### config.mk
export PLATFORM = sky130hd
export DESIGN_NAME = binary_result_header_parser
export DESIGN_NICKNAME = d
export VERILOG_FILES = /design/src/rtl/brhp_pkg.sv /design/src/rtl/brhp_parser.sv /design/src/rtl/brhp_out_fifo.sv /design/src/rtl/binary_result_header_parser.sv
export SDC_FILE = /design/constraint.sdc
export NUM_CORES = 2
export LEC_CHECK = 0
export BUFFER_PORTS_ARGS = -buffer_cell sky130_fd_sc_hd__buf_2
export CAP_MARGIN = 20
export CORE_ASPECT_RATIO = 1.4
export CORE_MARGIN = 5
export CORE_UTILIZATION = 62
export CTS_CLUSTER_DIAMETER = 40
export DETAILED_ROUTE_END_ITERATION = 8
export GPL_ROUTABILITY_DRIVEN = 0
export PLACE_DENSITY_LB_ADDON = 0.12
export SLEW_MARGIN = 30
export SYNTH_ARGS = -nofsm -noshare
export SYNTH_HDL_FRONTEND = slang
export SYNTH_SLANG_ARGS = --single-unit
### constraint.sdc
create_clock -name i_clk -period 7.7 [get_ports i_clk]
set_clock_uncertainty 0.2 [all_clocks]
set_input_delay 0.77 -clock i_clk [delete_from_list [all_inputs] [get_ports i_clk]]
set_output_delay 0.77 -clock i_clk [all_outputs]
set_load 0.03 [all_outputs]
### src/rtl/brhp_pkg.sv
package brhp_pkg;

    localparam int FIFO_DEPTH = 4;
    localparam int FIFO_AW    = $clog2(FIFO_DEPTH);

    typedef enum logic [3:0] {
        PH_ENDIAN   = 4'd0,
        PH_VERSION  = 4'd1,
        PH_TYPE     = 4'd2,
        PH_STDERR   = 4'd3,
        PH_DRVERR   = 4'd4,
        PH_ERRLEN   = 4'd5,
        PH_ERRSTR   = 4'd6,
        PH_AFFECTED = 4'd7,
        PH_INSERT   = 4'd8,
        PH_COLCOUNT = 4'd9,
        PH_COLSTD   = 4'd10,
        PH_COLDRV   = 4'd11,
        PH_NAMELEN  = 4'd12,
        PH_NAME     = 4'd13,
        PH_IDLE     = 4'd14
    } t_phase;

    typedef enum logic [2:0] {
        KIND_HEADER   = 3'd0,
        KIND_ERRSTR   = 3'd1,
        KIND_COLUMN   = 3'd2,
        KIND_NAMEBYTE = 3'd3,
        KIND_ERROR    = 3'd4,
        KIND_DONE     = 3'd5
    } t_kind;

    typedef enum logic [2:0] {
        ST_OK          = 3'd0,
        ST_HDR_SHORT   = 3'd1,
        ST_BAD_VERSION = 3'd2,
        ST_BAD_TYPE    = 3'd3,
        ST_COL_SHORT   = 3'd4,
        ST_EMPTY_NAME  = 3'd5,
        ST_NAME_SHORT  = 3'd6
    } t_status;

    typedef struct packed {
        t_kind        record_kind;
        t_status      status;
        logic [15:0]  code_first;
        logic [15:0]  code_second;
        logic [15:0]  text_length;
        logic [15:0]  count_value;
        logic [63:0]  rows_affected;
        logic [63:0]  inserted_id;
        logic [7:0]   text_byte;
        logic         final_result;
    } t_record;

    // Up to two result words per input byte, first slot fills first.
    typedef struct packed {
        logic    push0;
        logic    push1;
        t_record rec0;
        t_record rec1;
    } t_push;

    localparam t_record REC_ZERO = '{
        record_kind:   KIND_HEADER,
        status:        ST_OK,
        code_first:    16'd0,
        code_second:   16'd0,
        text_length:   16'd0,
        count_value:   16'd0,
        rows_affected: 64'd0,
        inserted_id:   64'd0,
        text_byte:     8'd0,
        final_result:  1'b0
    };

endpackage

### src/rtl/brhp_parser.sv
module brhp_parser (
    input  logic                  i_clk,
    input  logic                  i_rst_n,
    input  logic                  i_accept,
    input  logic [7:0]            i_data_byte,
    input  logic                  i_last_byte,
    input  logic                  i_cfg_we,
    input  logic [31:0]           i_cfg_data,
    output brhp_pkg::t_push       o_push
);

    logic [31:0]       r_expected;
    brhp_pkg::t_phase  r_phase,   n_phase;
    logic [3:0]        r_cnt,     n_cnt;
    logic [63:0]       r_shift,   n_shift;
    logic [15:0]       r_std_err, n_std_err;
    logic [15:0]       r_drv_err, n_drv_err;
    logic [15:0]       r_err_len, n_err_len;
    logic [63:0]       r_affected, n_affected;
    logic [63:0]       r_insert,  n_insert;
    logic [15:0]       r_col_tot, n_col_tot;
    logic [15:0]       r_col_num, n_col_num;
    logic [15:0]       r_remain,  n_remain;
    logic [15:0]       r_col_std, n_col_std;
    logic [15:0]       r_col_drv, n_col_drv;

    logic [63:0]       asm_value;
    logic [3:0]        cnt_inc;
    logic              full2, full4, full8;

    assign asm_value = r_shift | ({56'd0, i_data_byte} << {r_cnt[2:0], 3'b000});
    assign cnt_inc   = r_cnt + 4'd1;
    assign full2     = (cnt_inc >= 4'd2);
    assign full4     = (cnt_inc >= 4'd4);
    assign full8     = (cnt_inc >= 4'd8);

    // Put a record in the first free slot.
    function automatic brhp_pkg::t_push add_rec(brhp_pkg::t_push p, brhp_pkg::t_record r);
        brhp_pkg::t_push q;
        q = p;
        if (!q.push0) begin
            q.push0 = 1'b1;
            q.rec0  = r;
        end else begin
            q.push1 = 1'b1;
            q.rec1  = r;
        end
        return q;
    endfunction

    function automatic brhp_pkg::t_record fail_rec(brhp_pkg::t_status s);
        brhp_pkg::t_record r;
        r              = brhp_pkg::REC_ZERO;
        r.record_kind  = brhp_pkg::KIND_ERROR;
        r.status       = s;
        r.final_result = 1'b1;
        return r;
    endfunction

    function automatic brhp_pkg::t_record done_rec();
        brhp_pkg::t_record r;
        r              = brhp_pkg::REC_ZERO;
        r.record_kind  = brhp_pkg::KIND_DONE;
        r.final_result = 1'b1;
        return r;
    endfunction

    always_comb begin
        brhp_pkg::t_push   p;
        brhp_pkg::t_record r;
        p          = '{push0: 1'b0, push1: 1'b0,
                       rec0: brhp_pkg::REC_ZERO, rec1: brhp_pkg::REC_ZERO};
        r          = brhp_pkg::REC_ZERO;
        n_phase    = r_phase;
        n_cnt      = r_cnt;
        n_shift    = r_shift;
        n_std_err  = r_std_err;
        n_drv_err  = r_drv_err;
        n_err_len  = r_err_len;
        n_affected = r_affected;
        n_insert   = r_insert;
        n_col_tot  = r_col_tot;
        n_col_num  = r_col_num;
        n_remain   = r_remain;
        n_col_std  = r_col_std;
        n_col_drv  = r_col_drv;

        case (r_phase)
            brhp_pkg::PH_ENDIAN: begin
                n_phase = brhp_pkg::PH_VERSION;
            end
            brhp_pkg::PH_VERSION: begin
                if (full4) begin
                    n_shift = '0;
                    n_cnt   = '0;
                    if (asm_value[31:0] != r_expected) begin
                        p       = add_rec(p, fail_rec(brhp_pkg::ST_BAD_VERSION));
                        n_phase = brhp_pkg::PH_IDLE;
                    end else begin
                        n_phase = brhp_pkg::PH_TYPE;
                    end
                end else begin
                    n_shift = asm_value;
                    n_cnt   = cnt_inc;
                end
            end
            brhp_pkg::PH_TYPE: begin
                if (i_data_byte != 8'd0) begin
                    p       = add_rec(p, fail_rec(brhp_pkg::ST_BAD_TYPE));
                    n_phase = brhp_pkg::PH_IDLE;
                end else begin
                    n_phase = brhp_pkg::PH_STDERR;
                end
            end
            brhp_pkg::PH_STDERR, brhp_pkg::PH_DRVERR, brhp_pkg::PH_ERRLEN,
            brhp_pkg::PH_COLSTD, brhp_pkg::PH_COLDRV: begin
                if (full2) begin
                    n_shift = '0;
                    n_cnt   = '0;
                    case (r_phase)
                        brhp_pkg::PH_STDERR: begin
                            n_std_err = asm_value[15:0];
                            n_phase   = brhp_pkg::PH_DRVERR;
                        end
                        brhp_pkg::PH_DRVERR: begin
                            n_drv_err = asm_value[15:0];
                            n_phase   = brhp_pkg::PH_ERRLEN;
                        end
                        brhp_pkg::PH_ERRLEN: begin
                            n_err_len = asm_value[15:0];
                            n_remain  = asm_value[15:0];
                            n_phase   = (asm_value[15:0] != 16'd0) ?
                                        brhp_pkg::PH_ERRSTR : brhp_pkg::PH_AFFECTED;
                        end
                        brhp_pkg::PH_COLSTD: begin
                            n_col_std = asm_value[15:0];
                            n_phase   = brhp_pkg::PH_COLDRV;
                        end
                        default: begin
                            n_col_drv = asm_value[15:0];
                            n_phase   = brhp_pkg::PH_NAMELEN;
                        end
                    endcase
                end else begin
                    n_shift = asm_value;
                    n_cnt   = cnt_inc;
                end
            end
            brhp_pkg::PH_ERRSTR: begin
                r             = brhp_pkg::REC_ZERO;
                r.record_kind = brhp_pkg::KIND_ERRSTR;
                r.text_length = r_err_len;
                r.text_byte   = i_data_byte;
                p             = add_rec(p, r);
                n_remain      = r_remain - 16'd1;
                if (n_remain == 16'd0) begin
                    n_phase = brhp_pkg::PH_AFFECTED;
                end
            end
            brhp_pkg::PH_AFFECTED, brhp_pkg::PH_INSERT: begin
                if (full8) begin
                    n_shift = '0;
                    n_cnt   = '0;
                    if (r_phase == brhp_pkg::PH_AFFECTED) begin
                        n_affected = asm_value;
                        n_phase    = brhp_pkg::PH_INSERT;
                    end else begin
                        n_insert = asm_value;
                        n_phase  = brhp_pkg::PH_COLCOUNT;
                    end
                end else begin
                    n_shift = asm_value;
                    n_cnt   = cnt_inc;
                end
            end
            brhp_pkg::PH_COLCOUNT: begin
                if (full2) begin
                    n_shift         = '0;
                    n_cnt           = '0;
                    n_col_tot       = asm_value[15:0];
                    n_col_num       = 16'd0;
                    r               = brhp_pkg::REC_ZERO;
                    r.record_kind   = brhp_pkg::KIND_HEADER;
                    r.code_first    = r_std_err;
                    r.code_second   = r_drv_err;
                    r.text_length   = r_err_len;
                    r.count_value   = asm_value[15:0];
                    r.rows_affected = r_affected;
                    r.inserted_id   = r_insert;
                    p               = add_rec(p, r);
                    if (asm_value[15:0] == 16'd0) begin
                        p       = add_rec(p, done_rec());
                        n_phase = brhp_pkg::PH_IDLE;
                    end else begin
                        n_phase = brhp_pkg::PH_COLSTD;
                    end
                end else begin
                    n_shift = asm_value;
                    n_cnt   = cnt_inc;
                end
            end
            brhp_pkg::PH_NAMELEN: begin
                if (full2) begin
                    n_shift = '0;
                    n_cnt   = '0;
                    if (asm_value[15:0] == 16'd0) begin
                        p       = add_rec(p, fail_rec(brhp_pkg::ST_EMPTY_NAME));
                        n_phase = brhp_pkg::PH_IDLE;
                    end else begin
                        n_remain      = asm_value[15:0];
                        r             = brhp_pkg::REC_ZERO;
                        r.record_kind = brhp_pkg::KIND_COLUMN;
                        r.code_first  = r_col_std;
                        r.code_second = r_col_drv;
                        r.text_length = asm_value[15:0];
                        r.count_value = r_col_num;
                        p             = add_rec(p, r);
                        n_phase       = brhp_pkg::PH_NAME;
                    end
                end else begin
                    n_shift = asm_value;
                    n_cnt   = cnt_inc;
                end
            end
            brhp_pkg::PH_NAME: begin
                r             = brhp_pkg::REC_ZERO;
                r.record_kind = brhp_pkg::KIND_NAMEBYTE;
                r.code_first  = r_col_std;
                r.code_second = r_col_drv;
                r.count_value = r_col_num;
                r.text_byte   = i_data_byte;
                p             = add_rec(p, r);
                n_remain      = r_remain - 16'd1;
                if (n_remain == 16'd0) begin
                    n_col_num = r_col_num + 16'd1;
                    if (n_col_num >= r_col_tot) begin
                        p       = add_rec(p, done_rec());
                        n_phase = brhp_pkg::PH_IDLE;
                    end else begin
                        n_phase = brhp_pkg::PH_COLSTD;
                    end
                end
            end
            default: begin
                n_phase = brhp_pkg::PH_IDLE;
            end
        endcase

        // End of buffer: flag truncation, then restart on a fresh buffer.
        if (i_last_byte) begin
            if (n_phase <= brhp_pkg::PH_COLCOUNT) begin
                p = add_rec(p, fail_rec(brhp_pkg::ST_HDR_SHORT));
            end else if (n_phase == brhp_pkg::PH_NAME) begin
                p = add_rec(p, fail_rec(brhp_pkg::ST_NAME_SHORT));
            end else if (n_phase != brhp_pkg::PH_IDLE) begin
                p = add_rec(p, fail_rec(brhp_pkg::ST_COL_SHORT));
            end
            n_phase    = brhp_pkg::PH_ENDIAN;
            n_cnt      = '0;
            n_shift    = '0;
            n_std_err  = '0;
            n_drv_err  = '0;
            n_err_len  = '0;
            n_affected = '0;
            n_insert   = '0;
            n_col_tot  = '0;
            n_col_num  = '0;
            n_remain   = '0;
            n_col_std  = '0;
            n_col_drv  = '0;
        end

        p.push0 = p.push0 & i_accept;
        p.push1 = p.push1 & i_accept;
        o_push  = p;
    end

    always_ff @(posedge i_clk) begin
        if (!i_rst_n) begin
            r_expected <= '0;
        end else if (i_cfg_we) begin
            r_expected <= i_cfg_data;
        end
    end

    always_ff @(posedge i_clk) begin
        if (!i_rst_n) begin
            r_phase    <= brhp_pkg::PH_ENDIAN;
            r_cnt      <= '0;
            r_shift    <= '0;
            r_std_err  <= '0;
            r_drv_err  <= '0;
            r_err_len  <= '0;
            r_affected <= '0;
            r_insert   <= '0;
            r_col_tot  <= '0;
            r_col_num  <= '0;
            r_remain   <= '0;
            r_col_std  <= '0;
            r_col_drv  <= '0;
        end else if (i_accept) begin
            r_phase    <= n_phase;
            r_cnt      <= n_cnt;
            r_shift    <= n_shift;
            r_std_err  <= n_std_err;
            r_drv_err  <= n_drv_err;
            r_err_len  <= n_err_len;
            r_affected <= n_affected;
            r_insert   <= n_insert;
            r_col_tot  <= n_col_tot;
            r_col_num  <= n_col_num;
            r_remain   <= n_remain;
            r_col_std  <= n_col_std;
            r_col_drv  <= n_col_drv;
        end
    end

    a_last_restarts: assert property (@(posedge i_clk) disable iff (!i_rst_n)
        (i_accept && i_last_byte) |=> (r_phase == brhp_pkg::PH_ENDIAN && r_cnt == 4'd0))
        else $error("parser did not restart after last byte");

    a_slot_order: assert property (@(posedge i_clk) disable iff (!i_rst_n)
        o_push.push1 |-> o_push.push0)
        else $error("second slot used without first");

    a_final_alone: assert property (@(posedge i_clk) disable iff (!i_rst_n)
        (o_push.push0 && o_push.rec0.final_result) |-> !o_push.push1)
        else $error("word after final result");

endmodule

### src/rtl/brhp_out_fifo.sv
module brhp_out_fifo (
    input  logic               i_clk,
    input  logic               i_rst_n,
    input  brhp_pkg::t_push    i_push,
    output logic               o_room,
    output logic               o_valid,
    input  logic               i_ready,
    output brhp_pkg::t_record  o_rec
);

    localparam logic [brhp_pkg::FIFO_AW:0] DEPTH_C = (brhp_pkg::FIFO_AW + 1)'(brhp_pkg::FIFO_DEPTH);

    brhp_pkg::t_record             r_mem [brhp_pkg::FIFO_DEPTH];
    logic [brhp_pkg::FIFO_AW-1:0]  r_wp,    n_wp;
    logic [brhp_pkg::FIFO_AW-1:0]  r_rp,    n_rp;
    logic [brhp_pkg::FIFO_AW:0]    r_count, n_count;
    logic                          pop;
    logic [brhp_pkg::FIFO_AW-1:0]  wp_next;

    assign o_valid = (r_count != '0);
    assign o_rec   = r_mem[r_rp];
    assign pop     = o_valid & i_ready;
    // Leave space for the two words one byte may produce.
    assign o_room  = (r_count <= DEPTH_C - 2);
    assign wp_next = r_wp + 1'b1;

    always_comb begin
        n_wp    = r_wp + {{(brhp_pkg::FIFO_AW-1){1'b0}}, i_push.push0}
                       + {{(brhp_pkg::FIFO_AW-1){1'b0}}, i_push.push1};
        n_rp    = r_rp + {{(brhp_pkg::FIFO_AW-1){1'b0}}, pop};
        n_count = r_count + {{brhp_pkg::FIFO_AW{1'b0}}, i_push.push0}
                          + {{brhp_pkg::FIFO_AW{1'b0}}, i_push.push1}
                          - {{brhp_pkg::FIFO_AW{1'b0}}, pop};
    end

    always_ff @(posedge i_clk) begin
        if (i_push.push0) begin
            r_mem[r_wp] <= i_push.rec0;
        end
        if (i_push.push1) begin
            r_mem[wp_next] <= i_push.rec1;
        end
    end

    always_ff @(posedge i_clk) begin
        if (!i_rst_n) begin
            r_wp    <= '0;
            r_rp    <= '0;
            r_count <= '0;
        end else begin
            r_wp    <= n_wp;
            r_rp    <= n_rp;
            r_count <= n_count;
        end
    end

    a_no_overflow: assert property (@(posedge i_clk) disable iff (!i_rst_n)
        i_push.push0 |-> (r_count <= DEPTH_C - 2))
        else $error("push without room");

    a_count_bound: assert property (@(posedge i_clk) disable iff (!i_rst_n)
        r_count <= DEPTH_C)
        else $error("fill count beyond depth");

    a_count_hold: assert property (@(posedge i_clk) disable iff (!i_rst_n)
        (!i_push.push0 && !pop) |=> $stable(r_count))
        else $error("fill count moved without push or pop");

endmodule

### src/rtl/binary_result_header_parser.sv
// Path: a result word is written into the output queue when the byte that causes it is accepted.
// Throughput: one byte per cycle while the queue has room; a byte that yields two words (header plus done,
//   or a text byte plus an error) writes both words into the queue at once.
// Output: a four-word queue; input ready while at least two entries are free.
// Reset: synchronous, active low; clears the parser, the queue and expected_version.
module binary_result_header_parser (
    input  logic         i_clk,
    input  logic         i_rst_n,
    // byte stream in
    input  logic         i_valid,
    output logic         o_ready,
    input  logic [7:0]   i_data_byte,
    input  logic         i_last_byte,
    // configuration write: expected_version
    input  logic         i_cfg_valid,
    output logic         o_cfg_ready,
    input  logic [31:0]  i_cfg_data,
    // result words out
    output logic         o_valid,
    input  logic         i_ready,
    output logic [2:0]   o_record_kind,
    output logic [2:0]   o_status,
    output logic [15:0]  o_code_first,
    output logic [15:0]  o_code_second,
    output logic [15:0]  o_text_length,
    output logic [15:0]  o_count_value,
    output logic [63:0]  o_rows_affected,
    output logic [63:0]  o_inserted_id,
    output logic [7:0]   o_text_byte,
    output logic         o_final_result
);

    brhp_pkg::t_push    push;
    brhp_pkg::t_record  head_rec;
    logic               room;
    logic               accept;

    // Take config writes at any time; the host must write only while idle, which the block does not enforce.
    assign o_cfg_ready = 1'b1;

    // Advance the parser only on an accepted byte.
    assign o_ready = room;
    assign accept  = i_valid & room;

    brhp_parser u_parser (
        .i_clk       (i_clk),
        .i_rst_n     (i_rst_n),
        .i_accept    (accept),
        .i_data_byte (i_data_byte),
        .i_last_byte (i_last_byte),
        .i_cfg_we    (i_cfg_valid),
        .i_cfg_data  (i_cfg_data),
        .o_push      (push)
    );

    // Hold finished words here until the consumer takes them.
    brhp_out_fifo u_out_fifo (
        .i_clk   (i_clk),
        .i_rst_n (i_rst_n),
        .i_push  (push),
        .o_room  (room),
        .o_valid (o_valid),
        .i_ready (i_ready),
        .o_rec   (head_rec)
    );

    assign o_record_kind   = head_rec.record_kind;
    assign o_status        = head_rec.status;
    assign o_code_first    = head_rec.code_first;
    assign o_code_second   = head_rec.code_second;
    assign o_text_length   = head_rec.text_length;
    assign o_count_value   = head_rec.count_value;
    assign o_rows_affected = head_rec.rows_affected;
    assign o_inserted_id   = head_rec.inserted_id;
    assign o_text_byte     = head_rec.text_byte;
    assign o_final_result  = head_rec.final_result;

endmodule
==> flow_summary.ini <==
[status]
status = finished clean

[power]
p_total_mw = 23.7
leakage_nw = 24.4
power.density_nw_per_um2 = 366
peakVddDrop_v = 0.000371

[critical_path]
reg2regPathDepth = 18
path_class = reg2reg
cp.arrival_ps = 7070
r2r-start = u_parser.r_col_num[2]
critPathLaunchType = register
cp.required_ps = 8180
timing.rr.end = u_out_fifo.r_mem[0][96]
reg2reg_slack_ps = 1110
critPathMaxFanout = 148
critPathCaptureType = register

[drt]
wl_per_cell_um = 24.8
drtIter0Drc = 5110
final_antenna_net_count = 0
num_vias = 46966
first_pass_iters = 6
drc = 0
vias_per_cell = 6.53
wl_mm = 178

[global_route]
grt_max_degree = 171
track_usage_pct = 34.0
grt-ovfl-total = 0
antenna_found_initial = 5
grt_pass1_vias = 46385
grt_pass1_wl_mm = 276

[clock_tree]
cts_resized = 0
clk_latency_ps = 770
postCtsSetupBuffers = 0
cts_root_buffer = clkbuf_16
clk_pin_slew_worst_paths_ps = 60
h-tree-depth = 4
clk_path_buf_depth = 3
clkSinkCount = 1191
cts_tree = done
numCtsBuffers = 139
hold_buffers = 0

[timing]
worst_slew_pin_slew_ps = 1130
timing.hold.ws_ps = 72.5
min_period_ps = 6590
relSlewSlack_pct = 24.3
layout_setup_ws_ps = 1110
max_freq_mhz = 152
final.period_utilization_pct = 85.6
final_hold_viol_count = 0
fin_setup_tns_ps = 0
slew_viol_final = 0
rsz0062_at_grt = false
finalSetupViolations = 0

[cells_and_area]
fin_area_sq_um = 64800
area_growth_pct = 10.2
layout-drive-gt1-share_pct = 22.3
finalNonFillerCells = 7195
final_nets = 5934
n_fill_cell = 7240
postLayoutCoreUtil_pct = 68.9

[floorplan]
fp-row-count = 133
die_w_um = 270
ios = 256
die_area_sq_um = 101000
die_y_um = 374
start_util_pct = 62.6
coreArea_sq_um = 94000

[min_path]
hold_depth = 3
hp-class = in2reg
hp-start = i_cfg_data[9]
hold_path_end = u_parser.r_expected[9]

[synth]
synth_edf_count = 20
ys_async_sr_fraction_pct = 0
synth-seq-area-share_pct = 40.9
syn_nets = 6022
ys_types = 85
synth.top_cell.area_share_pct = 39.9
synthCells = 5950
avgSynthCellArea_sq_um = 9.89
synthTopCellsByCount = dfxtp_1 (1171), nand2_1 (593), nor2_1 (549)
ys_top_cells_by_area = dfxtp_1 (40%), mux4_2 (7.9%), o31ai_4 (7.3%)
yosysMostFrequentCell = dfxtp_1
ys_dominant_reg_cell = dfxtp_1
ys_warn_count = 0
syn_area_sq_um = 58800
yosysTopAreaCell = dfxtp_1
synth-seq-cells = 1191

[run]
drv_cap = 0

[placement]
dp_cells = 6936
place_area_sq_um = 60000
dp_hpwl_mm = 107
portBuffers = 254
pre_cts_ws_ps = 1340
## state kept, by name, summed over array words and instances (netlist names), 32 cells and up
signal               cells
u_parser.r_affected     64
u_out_fifo.r_mem       824
u_parser.r_shift        64
u_parser.r_insert       64
u_parser.r_expected     32
## power breakdown
group	leakage (nW)	switching, mW	internal (mW)
sequential	9.80	0.907	7.64
combinational	12.2	4.96	3.44
clock	2.33	2.78	4.01
total	24.4	8.64	15.1
## routing by layer
metal / routed length (um) / track usage (%) / vias to the layer above / share of wire [%]
met4: 9100 / 16.1 / 2 / 5.1
met5: 13 / 0 / - / 0.0073
met1: 71600 / 44.0 / 23236 / 40
li1: - / - / 21234 / -
met3: 12400 / 5.48 / 424 / 7.0
met2: 85200 / 55.9 / 2070 / 48
## final cells by class
type / count / area, sq um / share of cell area [%]
clock inverter: 78 / 810 / 1.25
clock buffer: 174 / 3930 / 6.07
inverter: 314 / 1190 / 1.84
timing repair buffer: 346 / 2290 / 3.53
antenna: 7 / 17.5 / 0.0270
tap: 1215 / 1520 / 2.35
sequential: 1191 / 24100 / 37.1
multi-input combinational: 3870 / 31000 / 47.8
## placed cells by master, fill, tap and decap left out, drive strengths merged, types with 7 or more instances in the layout
cell	Yosys	final
o2111ai	7	7
a22oi	119	119
a31oi	8	8
and3	34	34
edfxtp	20	20
diode	0	7
o31ai	261	261
dfxtp	1171	1171
mux4	206	206
a21boi	144	144
nand4bb	11	11
xor2	13	13
nor3	288	288
and2	160	160
inv	312	335
a21oi	309	309
clkinv	2	39
nand3	30	30
nand4b	10	10
or4b	8	8
ha	23	23
mux2i	113	113
nor4	10	10
a21o	11	11
nand2	593	593
o32ai	256	256
clkbuf	373	175
nand4	21	21
or3	9	9
o22ai	8	8
buf	202	345
nor4b	15	15
clkinvlp	0	8
o21ai	85	85
bufinv	0	10
nor2b	218	218
a211oi	269	269
xnor2	11	11
nor2	549	549
## kinds of logic (layout without fill, tap and decap cells)
kind of cell               Yosys count  after routing  share of synthesized area (%)
xor gates and xnor gates            24             24                          0.357
other                                1              8                        0.00638
AOI/OAI and AO/OA                 1519           1519                           23.9
and+or+nand+nor                   1981           1981                           17.7
adders and majority gates           26             26                          0.591
muxes                              319            319                           9.81
DFF                               1191           1191                           40.9
buffers and inverters              889            912                           6.81
## worst max path at each step
stage,startpoint,endpoint,slack (ps)
final,u_parser.r_col_num[2],u_out_fifo.r_mem[0][96],1110
after global placement,i_data_byte[6],u_out_fifo.r_mem[0][136],1360
after detailed placement,u_parser.r_col_num[2],u_out_fifo.r_mem[0][136],1340
after floorplan,u_parser.r_col_num[2],u_out_fifo.r_count[1],2130
after global routing,u_parser.r_col_num[0],u_out_fifo.r_mem[0][132],790
after CTS,u_parser.r_col_num[0],u_out_fifo.r_mem[0][136],1310
## worst max-delay path, cell delays in order (launching register included)
cell	delay, ps
dfxtp_1	430
nand3_1	200
nor2_1	290
and3_1	270
and3_1	240
and3_1	260
and3_1	260
nand3_1	110
xnor2_1	170
ha_1	310
o2111ai_1	110
o31ai_1	570
a22oi_4	230
a311oi_4	660
a21oi_4	310
inv_8	520
buf_12	490
o32ai_1	250
nor3_2	170
Power figures use the tool's default switching activity.
